[src/design/srt_scan.sv]
// Priority scan over the cell flags: inclusive prefix mask and the one-hot first hit.
module srt_scan #(
  parameter int N = 64
) (
  input  logic [N-1:0] flags,
  output logic [N-1:0] incl,
  output logic [N-1:0] hot
);

  localparam int STAGES = $clog2(N);

  logic [N-1:0] acc;

  always_comb begin
    acc = flags;
    for (int s = 0; s < STAGES; s++) begin
      acc = acc | (acc << (1 << s));
    end
    incl = acc;
    hot  = acc & ~(acc << 1);
  end

endmodule

[config.mk]
export PLATFORM = sky130hd
export DESIGN_NAME = srt_scan
export DESIGN_NICKNAME = d
export VERILOG_FILES = /design/src/design/srt_scan.sv
export SDC_FILE = /design/constraint.sdc
export NUM_CORES = 1
export LEC_CHECK = 0
export ABC_AREA = 1
export BUFFER_PORTS_ARGS = -buffer_cell sky130_fd_sc_hd__buf_4
export CORE_ASPECT_RATIO = 1.1
export CORE_MARGIN = 4
export CORE_UTILIZATION = 38
export DETAILED_ROUTE_END_ITERATION = 6
export PLACE_DENSITY = 0.81
export SETUP_SLACK_MARGIN = 0.4
export SLEW_MARGIN = 20
export SYNTH_ARGS = -nofsm -noshare
export SYNTH_HDL_FRONTEND = slang
export SYNTH_SLANG_ARGS = --single-unit
export TNS_END_PERCENT = 5
[constraint.sdc]
create_clock -name vclk -period 1.2
set_input_delay 0.12 -clock vclk [all_inputs]
set_output_delay 0.12 -clock vclk [all_outputs]
set_load 0.02 [all_outputs]
==> results of run 1 <==
## Yosys cell counts
master,count
and2_1,2
inv_2,1
nand4_1,2
nand3_1,33
nor2_4,3
nand2_1,194
nand2_2,5
buf_4,2
inv_1,105
nand3_2,2
nor2_2,7
nor2_1,259
## through the flow
stage	hold WS (ns)	setup slack, ns
CTS	0.5562	-0.3651
detailed placement	0.5925	-0.4958
floorplan	0.3198	-0.2059
global placement	0.5776	-0.3919
## kinds of logic after synthesis
kind of cell | count (synthesis) | synth area share (%)
buf+inv | 108 | 16.98
simple gates | 507 | 83.02
## timing repair
item / in CTS
resized for setup: 140
setup endpoints to repair: 124
pin swaps: 41
setup buffers: 6
==> qor.txt, run 1 <==
Exit stage -> global routing
Yosys warns -> 0
Post-GRT worst EP -> hot[63]
Post-synth cell types -> 12
Ranking of synthesized cells by area -> nor2_1 40%, nand2_1 30%, inv_1 16%
I/O Pins -> 192
Register area share after synthesis -> 0%
Largest net degree at the start of global routing -> 7
Die width -> 84.28 um
Yosys top cell area share -> 39.97%
Leading area contributor after synthesis -> nor2_1
Mean post-synth cell area -> 3.955 um^2
Cell row count -> 30
Status -> did not finish
Placed Cells -> 1003
Tool error -> [ERROR DPL-0038] Utilization greater than 100%, impossible to legalize
Worst_ep kind -> output port
PortBufs -> 192
Gp weighted congestion -> 1.064
CTS Hold Buffers Added -> 0
Chip Height -> 91.91 um
Gate count after technology mapping -> 615
Post-DP HPWL -> 13.29 mm
Area after DPL -> 5515 um^2
Post-Syn Nets -> 679
Synth Cell Area -> 2432 um^2
Starting Density -> 39.27%
==> run 2, diff against run 1 <==
Settings changed: CORE_ASPECT_RATIO 1.1 to default, CORE_UTILIZATION 38 to 40, PLACE_DENSITY 0.81 to default, PLACE_DENSITY_LB_ADDON from default to 0.15, SETUP_SLACK_MARGIN 0.4 to default.
Clock period 1.2 ns to 1.6 ns, I/O delays scaled along.
==> run 2 against run 1 <==
Effect of this change:
- the flow now finishes, with violations (design-rule violations, negative setup slack)
- synthesized cell count did not move
- area after synthesis did not move
==> qor.txt, run 2 <==
Gp weighted congestion -> 1.142
First-pass GRT wire length -> 21.62 mm
Yosys warns -> 0
Cell with the most instances after synthesis -> nor2_1
Gr usage total -> 35.41%
Synth Cell Area -> 2432 um^2
Status -> finished, violations left
Post-DP HPWL -> 11.76 mm
Failing checks -> design-rule violations, negative setup slack
Area delta synth->final -> 120.5%
Ranking of synthesized cells by area -> nor2_1 40%, nand2_1 30%, inv_1 16%
Min Tclk post-route -> 1.841 ns
Largest net degree at the start of global routing -> 7
CP Max Fanout -> 4
Register area share after synthesis -> 0%
Mean post-synth cell area -> 3.955 um^2
Fin crit share -> 115.0%
Filler cells -> 273
CP Launch Type -> input port
Die width -> 85.98 um
Most frequent cells after synthesis -> 259 x nor2_1, 194 x nand2_1, 105 x inv_1
Initial antenna violation count -> 0
Slew margin rel. -> 70.95%
Clock buf count -> 0
Worst Tran Pin Value -> 0.4342 ns
Setup violations, final -> 64
Initial DRC Count -> 751
Pleak -> 2.661 nW
Final WS setup -> -0.2406 ns
RSZ-0062 raised after global routing -> true
PD cells -> 104.2 nW/um^2
DR WL/cell -> 18.79 um
Leading area contributor after synthesis -> nor2_1
Vias in the first global route -> 4935
Yosys top cell area share -> 39.97%
Gr ovfl total -> 0
PortBufs -> 192
Critical Path RT -> 1.44 ns
Area of the multi-input gates -> 2733 um^2
DR vias -> 5563
Fin Hold WS -> 0.6568 ns
CP endpoint kind -> primary output
Peak VDD IR -> 0.1361 mV
Starting Density -> 41.08%
Number of remaining DRC errors -> 132
Chip Height -> 85.98 um
Core area -> 5921 um^2
NumNets Final -> 958
Hold crit path type -> input port to primary output
Vias/cell -> 5.753
Post-Syn Nets -> 679
Final hold vios -> 0
Reg area -> 0 um^2
Final Core Density -> 90.60%
DRT antenna net count -> 0
I/O Pins -> 192
# diodes -> 0
Gate count after technology mapping -> 615
Max-Cap Viols -> 0
FF+latch count -> 0
Pre-antenna DRT Iters -> 7
Crit Path Class -> input port to primary output
Max-slew violation count -> 0
Drt total wl -> 18.17 mm
Most frequent cells in the layout -> 268 x buf_4, 157 x nand2_1, 133 x nor2_1
Commonest non-fill, non-tap cell in the layout -> buf_4
Die area -> 7393 um^2
CTS Hold Buffers Added -> 0
Fraction of layout cells with a size suffix above 1 -> 53.36%
Worst EP arrival -> 1.68 ns
Post-synth cell types -> 12
Cell row count -> 28
Fmax -> 543.3 MHz
-- run 2: cell counts after synthesis --
No cell type changed its count.
-- run 2: critical path: stages --
cell	delay (ns)
buf_4	0.13
inv_1	0.12
nand2_1	0.09
nor2_1	0.35
nand2_1	0.25
nor2_1	0.19
nand2_1	0.09
nor2_2	0.11
nor2_2	0.04
buf_4	0.15
-- run 2: power breakdown --
part	switching, mW	total [mW]	internal, mW
Combinational	0.326	0.559	0.233
Clock	0	0	0
Sequential	0	0	0
Total	0.326	0.559	0.233
-- run 2: final timing paths --
kind	slack [ns]	cells past startpoint	startpoint	endpoint
worst min-delay path	0.66	3	flags[0]	hot[0]
worst max-delay path	-0.24	10	flags[24]	hot[48]
-- run 2: repair_timing --
item,4_1_cts,5_1_grt
resized for setup,48,165
endpoints found under the setup margin,60,83
buffers inserted,3,4
pin swaps,7,33
hold endpoints to repair,0,0
-- run 2: cell type report --
cell class,count,area share [%]
Inverter,106,7.418
Multi-Input combinational cell,507,50.94
Tap cell,75,1.749
Timing Repair Buffer,279,39.89
-- run 2: through the flow --
step	instance area [um^2]	instances	power, mW	setup TNS, ns	worst slack (ns)
global placement	4641	960	0.4213	-1.994	-0.2156
finish	5364	967	0.5592	-6.073	-0.2406
CTS	4816	963	0.4497	-0.03355	-0.02288
detailed placement	4641	960	0.4323	-4.424	-0.2115
floorplan	2520	615	0.1820	-1.439	-0.06911
global route	5364	967	0.5924	-9.091	-0.3540
-- run 2: cell families (layout without fill, tap and decap cells) --
logic type,count (synthesis),after routing,synth area share (%)
AND/OR/NAND/NOR,507,507,83.02
buffers and inverters,108,385,16.98
-- run 2: per-layer routing --
layer	vias up	track usage [%]	part of all wire, %
li1	2352	-	-
met1	2404	37.73	31
met2	588	65.38	45
met3	219	5.668	14
met4	0	19.86	10
met5	-	0	0
(Power assumes the default switching activity.)
==> run 3, diff against run 2 <==
Settings changed: GPL_TIMING_DRIVEN from default to 0.
==> run 3 against run 2 <==
Effect of this change:
- the run ends with negative setup slack left
- global-route usage shrank 1.2 points
- die area stayed put
- final cell count down 7.4%
- maximum frequency grew 6.7%
- critical path depth increased by 1
- critical endpoint is now hot[33]
- largest cell class unchanged
==> qor.txt, run 3 (same netlist as run 2, synthesis figures left out) <==
RSZ-0062 raised after global routing -> true
Final hold vios -> 0
CP endpoint kind -> primary output
NumNets Final -> 886
Setup violations, final -> 39
I/O Pins -> 192
Total Power -> 0.4675 mW
Finished Layout Cells -> 895
DRT antenna net count -> 0
Hold crit path type -> input port to primary output
First-pass GRT wire length -> 20.73 mm
Final WS setup -> -0.1254 ns
Failing checks -> negative setup slack
Fraction of layout cells with a size suffix above 1 -> 44.76%
Largest net degree at the start of global routing -> 7
Max-Cap Viols -> 0
CP Launch Type -> input port
Gp weighted congestion -> 1.051
Fmax -> 579.6 MHz
Peak VDD IR -> 0.09290 mV
Area after DPL -> 4055 um^2
CP Max Fanout -> 5
Clock buf count -> 0
Vias/cell -> 5.377
Crit Path Class -> input port to primary output
Post-DP HPWL -> 11.31 mm
Core area -> 5921 um^2
Sw power -> 0.2770 mW
Min Tclk post-route -> 1.725 ns
Drt total wl -> 14.79 mm
Initial antenna violation count -> 0
PD cells -> 99.42 nW/um^2
Cell row count -> 28
Clock power frac -> 0%
Worst Tran Pin Value -> 0.3050 ns
Vias in the first global route -> 4572
Gr usage total -> 34.17%
Initial DRC Count -> 376
Status -> finished, violations left
Filler cells -> 478
Placed Cells -> 882
Chip Height -> 85.98 um
Worst EP arrival -> 1.57 ns
Die area -> 7393 um^2
Comb power frac -> 100.0%
Pleak -> 2.302 nW
Number of remaining DRC errors -> 0
Gr ovfl total -> 0
Max-slew violation count -> 0
Die width -> 85.98 um
DR vias -> 4812
Critical Path Start -> flags[5]
PortBufs -> 192
Pint -> 0.1905 mW
Reg area -> 0 um^2
Share of power burned in registers -> 0%
Commonest non-fill, non-tap cell in the layout -> buf_4
Slew margin rel. -> 79.59%
Critical Path RT -> 1.44 ns
DR WL/cell -> 16.53 um
FF+latch count -> 0
Area delta synth->final -> 93.31%
Most frequent cells in the layout -> 196 x buf_4, 168 x nand2_1, 160 x nor2_1
Switching Share -> 59.26%
Starting Density -> 41.08%
Fin crit share -> 107.8%
CTS Hold Buffers Added -> 0
Fin area -> 4702 um^2
Pre-antenna DRT Iters -> 6
# diodes -> 0
Crit path to -> hot[33]
==> run 3: changes by cell type in the layout (fill, tap and decap cells not counted), sizes merged <==
cell	delta
buf	-72
inv	-1
clkinvlp	+1
==> run 3: worst min path at each step <==
stage,from,to,slack [ns],depth (start not counted)
3_5_place_dp,flags[0],hot[1],0.64,3
2_1_floorplan,flags[0],hot[1],0.40,1
6_report,flags[0],hot[1],0.61,3
3_3_place_gp,flags[0],hot[1],0.63,3
4_1_cts,flags[0],hot[1],0.64,3
5_1_grt,flags[0],hot[1],0.61,3
==> run 3: layer usage <==
layer  up-vias  track usage, %  wire [um]  part of all wire (%)
li1       2208               -          -                     -
met1      2133           37.39       5153                    35
met2       378           62.79       7267                    49
met5         -               0          0                     0
met3        93           5.764       1513                    10
met4         0           16.83        857                   5.8
==> run 3: power groups by stage <==
stage | registers, mW | logic, mW | clock network [mW]
detailed placement | 0 | 0.387 | 0
floorplan | 0 | 0.182 | 0
global placement | 0 | 0.380 | 0
CTS | 0 | 0.407 | 0
global route | 0 | 0.504 | 0
finish | 0 | 0.467 | 0
==> run 3: what timing repair did <==
action,4_1_cts,5_1_grt
pin swaps,9,26
setup buffers,6,7
resized for setup,75,98
gates cloned,0,0
endpoints found under the setup margin,70,68
==> run 3: cell type report <==
cell class         count  area, um^2  share of cell area, %
inverters            106       404.1                  8.595
multi-input cells    507        2605                  55.40
repair buffers       205        1584                  33.69
plain buffers          2       15.01                 0.3193
well taps             75       93.84                  1.996
==> run 3: worst max-delay path: stages <==
cell and delay [ns]:
buf_4 0.12, inv_1 0.12, nand2_1 0.11, nor2_2 0.17
nand2_1 0.13, nor2_4 0.18, nand2_2 0.18, nor2_4 0.16
nand2_2 0.07, inv_2 0.05, buf_6 0.11
==> run 3: through the flow <==
stage / setup WS, ns / hold slack, ns / setup TNS [ns] / utilization (%)
3_5_place_dp: -0.3258 / 0.6427 / -8.260 / 68.49
5_1_grt: -0.1953 / 0.6135 / -5.129 / 79.42
3_3_place_gp: -0.2998 / 0.6304 / -7.299 / 68.49
6_report: -0.1254 / 0.6142 / -2.254 / 79.42
2_1_floorplan: -0.06911 / 0.3998 / -1.439 / -
4_1_cts: -0.02511 / 0.6443 / -0.1139 / 73.44
