<file path="src/design/srt_pkg.sv">
// Shared operation codes, status codes, widths and cell command type for the sorted record table.
package srt_pkg;

  localparam int CAPACITY_DEF = 64;

  localparam int OP_W     = 3;
  localparam int POS_W    = 7;
  localparam int DATA_W   = 32;
  localparam int STATUS_W = 2;
  localparam int FPOS_W   = 6;
  localparam int COUNT_W  = 7;

  localparam logic [OP_W-1:0] OP_INS_SORT = 3'd0;
  localparam logic [OP_W-1:0] OP_INS_AT   = 3'd1;
  localparam logic [OP_W-1:0] OP_ERASE_AT = 3'd2;
  localparam logic [OP_W-1:0] OP_READ_AT  = 3'd3;
  localparam logic [OP_W-1:0] OP_FIND_KEY = 3'd4;

  localparam logic [STATUS_W-1:0] ST_OK        = 2'd0;
  localparam logic [STATUS_W-1:0] ST_NOT_FOUND = 2'd1;
  localparam logic [STATUS_W-1:0] ST_FULL      = 2'd2;
  localparam logic [STATUS_W-1:0] ST_RANGE     = 2'd3;

  localparam logic [1:0] MODE_KEEP   = 2'd0;
  localparam logic [1:0] MODE_INSERT = 2'd1;
  localparam logic [1:0] MODE_ERASE  = 2'd2;

  typedef struct packed {
    logic [OP_W-1:0]   op;
    logic [DATA_W-1:0] key;
    logic [DATA_W-1:0] score;
    logic [1:0]        mode;
  } cell_cmd_t;

endpackage

</file>
<file path="src/design/srt_cell.sv">
// One table slot: holds a record, flags a match for the scan, and shifts with its neighbors.
module srt_cell #(
  parameter int IDX = 0,
  parameter int PW  = 7
) (
  input  logic                       clk,
  input  srt_pkg::cell_cmd_t         cmd,
  input  logic [PW-1:0]              pos,
  input  logic [PW-1:0]              count,
  input  logic                       hot,
  input  logic                       incl,
  input  logic [srt_pkg::DATA_W-1:0] left_key,
  input  logic [srt_pkg::DATA_W-1:0] left_score,
  input  logic [srt_pkg::DATA_W-1:0] right_key,
  input  logic [srt_pkg::DATA_W-1:0] right_score,
  output logic                       flag,
  output logic [srt_pkg::DATA_W-1:0] key,
  output logic [srt_pkg::DATA_W-1:0] score
);

  localparam logic [PW-1:0] MY_IDX = PW'(IDX);

  logic [srt_pkg::DATA_W-1:0] key_r;
  logic [srt_pkg::DATA_W-1:0] score_r;
  logic [srt_pkg::DATA_W-1:0] key_nxt;
  logic [srt_pkg::DATA_W-1:0] score_nxt;
  logic                       live;

  assign live  = MY_IDX < count;
  assign key   = key_r;
  assign score = score_r;

  always_comb begin
    unique case (cmd.op)
      srt_pkg::OP_INS_SORT:
        flag = (live && ($signed(key_r) > $signed(cmd.key))) || (MY_IDX == count);
      srt_pkg::OP_FIND_KEY:
        flag = live && (key_r == cmd.key);
      srt_pkg::OP_INS_AT, srt_pkg::OP_ERASE_AT, srt_pkg::OP_READ_AT:
        flag = (MY_IDX == pos);
      default:
        flag = 1'b0;
    endcase
  end

  always_comb begin
    key_nxt   = key_r;
    score_nxt = score_r;
    unique case (cmd.mode)
      srt_pkg::MODE_INSERT: begin
        if (hot) begin
          key_nxt   = cmd.key;
          score_nxt = cmd.score;
        end else if (incl) begin
          key_nxt   = left_key;
          score_nxt = left_score;
        end
      end
      srt_pkg::MODE_ERASE: begin
        if (incl) begin
          key_nxt   = right_key;
          score_nxt = right_score;
        end
      end
      default: begin
      end
    endcase
  end

  always_ff @(posedge clk) begin
    key_r   <= key_nxt;
    score_r <= score_nxt;
  end

endmodule

</file>
<file path="config.mk">
export PLATFORM = sky130hd
export DESIGN_NAME = srt_cell
export DESIGN_NICKNAME = d
export VERILOG_FILES = /design/src/design/srt_pkg.sv /design/src/design/srt_cell.sv
export SDC_FILE = /design/constraint.sdc
export NUM_CORES = 1
export LEC_CHECK = 0
export BUFFER_PORTS_ARGS = -buffer_cell sky130_fd_sc_hd__buf_2
export CAP_MARGIN = 30
export CORE_AREA = 2 2 107 109
export CTS_CLUSTER_SIZE = 25
export DETAILED_ROUTE_END_ITERATION = 10
export DIE_AREA = 0 0 109 111
export PLACE_DENSITY = 0.74
export SYNTH_ARGS = -nofsm -noshare
export SYNTH_HDL_FRONTEND = slang
export SYNTH_SLANG_ARGS = --single-unit
</file>
<file path="constraint.sdc">
create_clock -name clk -period 18.6 [get_ports clk]
set_clock_uncertainty 0.05 [all_clocks]
set_input_delay 1.86 -clock clk [delete_from_list [all_inputs] [get_ports clk]]
set_output_delay 1.86 -clock clk [all_outputs]
set_load 0.1 [all_outputs]
</file>
==> results of run 1 <==
sequential cells by signal, indices dropped and copies added, names as in the netlist:
signal	cells
key	32
score	32
cell usage in the layout, fill, tap and decap left out, types with 3 or more instances in the layout:
cell type,instances
a21o_1,5
buf_2,277
clkbuf_16,9
mux2i_1,64
nor4_1,6
ha_1,32
nand3_1,7
o21ai_0,66
buf_4,4
edfxtp_1,64
a2111oi_0,3
nand2_1,68
a21oi_1,13
nand4_1,7
inv_1,34
synthesized netlist by cell type:
master     count
o211ai_1       2
inv_1         34
mux2i_1       64
nand2_1       68
clkbuf_1      13
nand4_1        7
a21o_2         1
nor4_1         6
nor3_1         1
a221o_1        1
a211oi_1       1
buf_2          8
nor2b_1        2
ha_1          32
nor2_1         2
a2111oi_0      3
or4_1          1
o21ai_0       67
nand4_2        1
edfxtp_1      64
a21o_1         5
nand3_1        7
a211oi_2       1
a31o_1         1
o31ai_1        1
a21oi_1       13
path summary, 6_finish.rpt:
path                            start   endpoint  slack (ns)
worst min-delay path  right_score[27]  score[27]        1.77
worst max-delay path          cmd[63]       flag       12.51
kinds of logic after synthesis:
group | synth area share (%)
compound gates | 12.94
fa+ha+maj | 9.694
buf+inv | 5.241
flops | 46.53
mux | 15.51
simple gates | 10.09
cell type report:
type	instances	area (sq um)	area share (%)
timing repair buffer	281	1416	23.86
clock inverter	5	47.55	0.8010
tap	143	178.9	3.014
inverter	34	127.6	2.150
sequential	64	1922	32.38
clock buffer	11	232.7	3.921
multi-input combinational	287	2011	33.87
routing by layer:
metal / vias to the layer above / part of all wire (%) / global-route usage (%)
li1: 2025 / - / -
met2: 181 / 52 / 35.07
met5: - / 0 / 0
met4: 0 / 3.0 / 9.402
met3: 29 / 7.5 / 3.704
met1: 1804 / 37 / 18.80
metrics by stage:
step	total power [W]	setup WS (ns)
5_1_grt	0.0005723	12.44
3_3_place_gp	0.0003894	12.60
2_1_floorplan	0.0003432	11.02
6_report	0.0005480	12.51
3_5_place_dp	0.0003930	12.58
4_1_cts	0.0005542	12.57
power by group through the flow:
stage	sequential (W)	combinational, W	clock, W
6_report	0.000185	0.000204	0.000158
5_1_grt	0.000186	0.000216	0.000170
4_1_cts	0.000185	0.000205	0.000164
3_5_place_dp	0.000188	0.000205	0
3_3_place_gp	0.000187	0.000202	0
2_1_floorplan	0.000299	0.0000439	0
==> run metrics, run 1 <==
Pwr per Cell Area=92.32 nW/um^2; share of the synthesized area in the top cell type=46.53%; RSZ-0062 raised after global routing=false; die footprint=12,100 sq um; WL/cell=14.10 um; Int Power=0.0003284 W; clock power share=28.9%; Crit path depth=9; Area contributors post-synth=edfxtp_1, mux2i_1, ha_1; Final Wtd Congestion=0.8828; Yosys warning count=0; Slew HR=31.04%; WP data arrival=4.18 ns; remaining antenna violation count=0; DR DRC count=0; drt total wl=11.63 mm; crit path buf inv count=3; Root Driver=clkbuf_16; number of H-tree levels=3; Synth-to-Final Area Change=43.71%; Critical Path, Cell by Cell=buf_2 -> inv_1 -> ha_1 -> nand4_2 -> nor4_1 -> nand3_1 -> a31o_1 -> o211ai_1 -> buf_2; clk slew on worst S/H paths=0.05 ns; min Tclk post-route=6.090 ns; CTS buffer count=9; Initial Util=37.29%; sequential area share after synthesis=46.53%; Sink Count=64; Hold Path Class=in -> reg; via count=4,039; Seq cells post-synth=64; Hold Buf Count CTS=0; initial drt markers=115; Synth cell types=26; initial antenna violation count=0; fin crit share=32.74%; Comb power frac=37.3%; critical path type=in -> out; Core Area=11,080 sq um; All-Layer GR Usage=18.61%; syn_nets=652; area leader, netlist=edfxtp_1; Pins Over Slew Limit=0; WHS=1.769 ns; Total Nets Final=923; sequential power share=33.8%; total grt overflow=0; switch share=40.07%; CTS Buffer Depth=2; design area=5936 sq um; top-level I/O count=279; Tightest Pin Transition=1.034 ns; Port-buffer cells=278; max cap viols=0; leakage=2.935 nW; DIE WIDTH=109 um; number of cells on the worst hold path=3; Worst EP required=16.69 ns; ratio of cells with drive above 1 in the final layout=43.70%; Worst setup SP type=input port; drt first pass iters=6; synthesized area per cell=10.17 sq um; setup bufs post-CTS=0; cell area after synthesis=4130 sq um; final core utilization=53.59%; Die Span Y=111 um; first-pass GRT wire length=17.70 mm; FP Rows=39; CP dominant cell by count=buf_2; pin count of the biggest net entering global routing=129; TNS Setup=0 ns; status=finished clean; delay-heaviest family, CP=simple AND/OR/NAND/NOR gates; fmax=164.2 MHz; Crit-path slowest cell=nor4_1; Worst path max stage delay=0.74 ns; number of fill cells in the layout=1,016; placed cell areas=5655 sq um; final setup fails=0; vias per cell=4.896; final std cells w/o fill=825; sw power=0.0002196 W; Peak VDD IR=49.60 uV; post_cts resized=0; Placed Cells=809; vias in the first global route=3,976; DP Wirelength=9.339 mm; Synth Instances=406; # diodes=0; Hold Fails Final Rpt=0; Crit Path Max Fanout=5; critical path endpoint category=output pin; CTS tree=yes
Power figures use the tool's default switching activity.
==> run 2, diff against run 1 <==
clock period = 6.3 ns   (was 18.6 ns; I/O delays follow)
==> run 2 against run 1 <==
Compared with the run above:
- non-clock buffer count grew 1
- critical path depth is the same
- clock power increased to 2.7 times the previous value
- setup slack got worse by 9.8 ns
- sequential power grew to 3.0 times the previous value
- via count grew 0.72%
- count of clock-buffer cells in the layout rose by 3
- critical path type unchanged
==> run metrics, run 2 (synthesis gave the netlist of run 1 again) <==
status=finished clean; min Tclk post-route=3.612 ns; critical path type=in -> out; via count=4,068; register area=1922 sq um; total power=0.001581 W; Final Wtd Congestion=0.8599; vias per cell=4.931; ratio of cells with drive above 1 in the final layout=43.55%; Tightest Pin Transition=0.9051 ns; CTS buffer count=9; Hold Path Class=in -> reg; Pwr per Cell Area=265.6 nW/um^2; number of fill cells in the layout=996; commonest non-fill, non-tap cell in the layout=buf_2; Total Nets Final=924; crit path from=cmd[63]; final setup fails=0; WL/cell=14.06 um; Hold Buf Count CTS=0; leakage=2.937 nW; Worst setup SP type=input port; Core Area=11,080 sq um; RSZ-0062 raised after global routing=false; FP Rows=39; initial drt markers=148; DIE WIDTH=109 um; Root Driver=clkbuf_16; Crit Path Max Fanout=5; final worst setup slack=2.688 ns; clk slew on worst S/H paths=0.05 ns; vias in the first global route=3,938; Slew HR=39.43%; critical path endpoint category=output pin; CTS tree=yes; fmax=276.9 MHz; drt total wl=11.60 mm; TNS Setup=0 ns; max cap viols=0; DR DRC count=0; drt first pass iters=4; CTS Buffer Depth=2; Multi-input gate area=2011 sq um; # diodes=0; Peak VDD IR=123.0 uV; Worst EP required=5.62 ns; number of H-tree levels=3; total grt overflow=0; Initial Util=37.29%; post_cts resized=0; All-Layer GR Usage=18.55%; Hold Fails Final Rpt=0; pin count of the biggest net entering global routing=129; remaining antenna violation count=0; Die Span Y=111 um; die footprint=12,100 sq um; commonest cells after routing, fill and taps aside=buf_2, nand2_1, o21ai_0; first-pass GRT wire length=17.65 mm; initial antenna violation count=0; setup bufs post-CTS=0; Hold Crit Start=right_key[30]; Sink Count=64; fin crit share=57.33%; Synth-to-Final Area Change=44.11%; design area=5952 sq um; placed cell areas=5648 sq um; WP data arrival=2.93 ns; Port-buffer cells=278; post-place setup slack=2.682 ns; Setup crit end=flag; DP Wirelength=9.090 mm; top-level I/O count=279; Pins Over Slew Limit=0
-- run 2: layout make-up --
class | count | area share, %
Sequential cell | 64 | 32.29
Multi-Input combinational cell | 287 | 33.78
Inverter | 34 | 2.144
Timing Repair Buffer | 282 | 24.60
Clock buffer | 14 | 4.099
Clock inverter | 1 | 0.08409
Tap cell | 143 | 3.006
-- run 2: worst min path at each step --
stage | to | slack, ns | cells past startpoint
floorplan | key[0] | 0.77 | 2
global placement | score[15] | 0.85 | 3
detailed placement | key[30] | 0.86 | 3
CTS | key[30] | 0.52 | 3
global route | score[1] | 0.53 | 3
finish | key[30] | 0.53 | 3
-- run 2: critical path: stages --
cell      delay [ns]
buf_2           0.09
inv_1           0.04
ha_1            0.31
nand4_2         0.18
nor4_1          0.70
nand3_1         0.16
a31o_1          0.26
o211ai_1        0.09
buf_2           0.46
-- run 2: where the power goes --
part	leakage (nW)	internal, W	total (W)	switching [W]
clock network	0.121	0.000264	0.000428	0.000164
logic	2.22	0.000142	0.000607	0.000464
registers	0.597	0.000528	0.000546	0.0000179
total	2.94	0.000935	0.00158	0.000646
-- run 2: per-layer routing --
metal,vias up,track usage (%),part of all wire [%]
met3,26,3.762,7.4
met4,0,8.120,3.0
met5,-,0,0
li1,2033,-,-
met1,1816,20.08,39
met2,193,34.04,51
-- run 2: per-stage QoR --
stage          hold slack [ns]  cells  utilization [%]
3_5_place_dp            0.8586    808            50.99
2_1_floorplan           0.7671    406                -
3_3_place_gp            0.8528    808            50.99
5_1_grt                 0.5281    825            53.73
4_1_cts                 0.5231    823            53.24
6_report                0.5336    825            53.73
==> run 3, diff against run 2 <==
clock period = 3.4 ns   (was 6.3 ns; I/O delays follow)
==> run 3 against run 2 <==
Compared with the run above:
- combinational power is 86% higher
- utilization is 0.81 points higher
- sequential power is 87% higher
- wire length is 3.0% higher
- cell count is 0.36% higher
- count of clock-buffer cells in the layout is 2 lower
- die area stayed put
- critical path depth is 2 lower
- sequential cell count stayed put
- hold slack worse by 0.29 ns
- largest cell class unchanged
==> run metrics, run 3 (synthesis gave the netlist of run 1 again) <==
RSZ-0062 raised after global routing=false; clk slew on worst S/H paths=0.05 ns; Worst EP required=3.01 ns; All-Layer GR Usage=19.50%; Sink Count=64; commonest cells after routing, fill and taps aside=buf_2, nand2_1, o21ai_0; vias per cell=4.874; CTS buffer count=9; DR DRC count=0; drt first pass iters=4; Total Nets Final=926; commonest non-fill, non-tap cell in the layout=buf_2; Die Span Y=111 um; final setup fails=0; initial antenna violation count=0; Worst setup SP type=register; CTS tree=yes; pin count of the biggest net entering global routing=66; Hold Fails Final Rpt=0; top-level I/O count=279; remaining antenna violation count=0; max cap viols=0; die footprint=12,100 sq um; critical path endpoint category=output pin; design area=6042 sq um; Pwr per Cell Area=512.5 nW/um^2; number of H-tree levels=3; # diodes=0; Pins Over Slew Limit=0; Hold Path Class=in -> reg; Synth-to-Final Area Change=46.29%; TNS Setup=0 ns; WL/cell=14.43 um; Crit Path Max Fanout=5; initial drt markers=129; leakage=2.964 nW; total grt overflow=0; Initial Util=37.29%; total power=0.003097 W; Hold Buf Count CTS=0; via count=4,036; Port-buffer cells=278; Root Driver=clkbuf_16; Tightest Pin Transition=0.5739 ns; WP data arrival=2.58 ns; DP Wirelength=9.890 mm; status=finished clean; placed cell areas=5737 sq um; Core Area=11,080 sq um; critical path type=reg -> out; ratio of cells with drive above 1 in the final layout=44.53%; fmax=337.2 MHz; vias in the first global route=4,077; Final Wtd Congestion=0.8424; post_cts resized=0; min Tclk post-route=2.966 ns; CTS Buffer Depth=2; drt total wl=11.95 mm; DIE WIDTH=109 um; fin crit share=87.23%; setup bufs post-CTS=0; Slew HR=61.74%; first-pass GRT wire length=18.36 mm; FP Rows=39; Peak VDD IR=228.6 uV
[run 3: changes by cell type in the layout (fill, tap and decap cells not counted)]
cell / change
buf_2: -1
a2111oi_2: +1
clkbuf_1: -2
ha_1: -3
buf_16: -2
buf_4: +4
buf_12: +1
a2111oi_0: -1
clkinv_1: +1
bufinv_16: +2
ha_4: +3
[run 3: power by group]
part | total, W | internal (W) | switching, W
clock network | 0.000948 | 0.000638 | 0.000310
logic | 0.00113 | 0.000268 | 0.000866
registers | 0.00102 | 0.000979 | 0.0000363
[run 3: worst paths after layout]
kind,start,to,slack [ns],cells past startpoint
max,key[29],flag,0.43,7
min,right_key[9],key[9],0.25,3
[run 3: worst max-delay path, stage by stage, from the launching register on]
cell	delay, ns
edfxtp_1	0.44
ha_4	0.31
nand4_2	0.19
or4_1	0.58
a211oi_2	0.23
o31ai_1	0.12
o211ai_1	0.17
buf_12	0.22
[run 3: final cells by class]
class	instances	area [sq um]
clock buffers	12	236.5
clock inverters	4	68.82
fillers	1000	5035
inverters	34	127.6
multi-input cells	287	2054
flip-flops and latches	64	1922
well taps	143	178.9
repair buffers	284	1454
[run 3: metrics by stage]
step / cells / util [%] / hold WS (ns) / setup slack, ns
6_report: 828 / 54.55 / 0.2461 / 0.4342
5_1_grt: 828 / 54.55 / 0.2433 / 0.2375
4_1_cts: 828 / 54.55 / 0.2301 / 0.3832
3_5_place_dp: 812 / 51.79 / 0.5691 / 0.6826
3_3_place_gp: 812 / 51.79 / 0.5632 / 0.7280
2_1_floorplan: 406 / - / 0.4771 / -0.2603
[run 3: layer usage]
layer,wire (um),vias up,GRT usage [%]
met5,0,-,0
met3,918,15,3.175
met2,6225,189,36.69
li1,-,2033,-
met4,218,0,7.436
met1,4589,1799,21.28
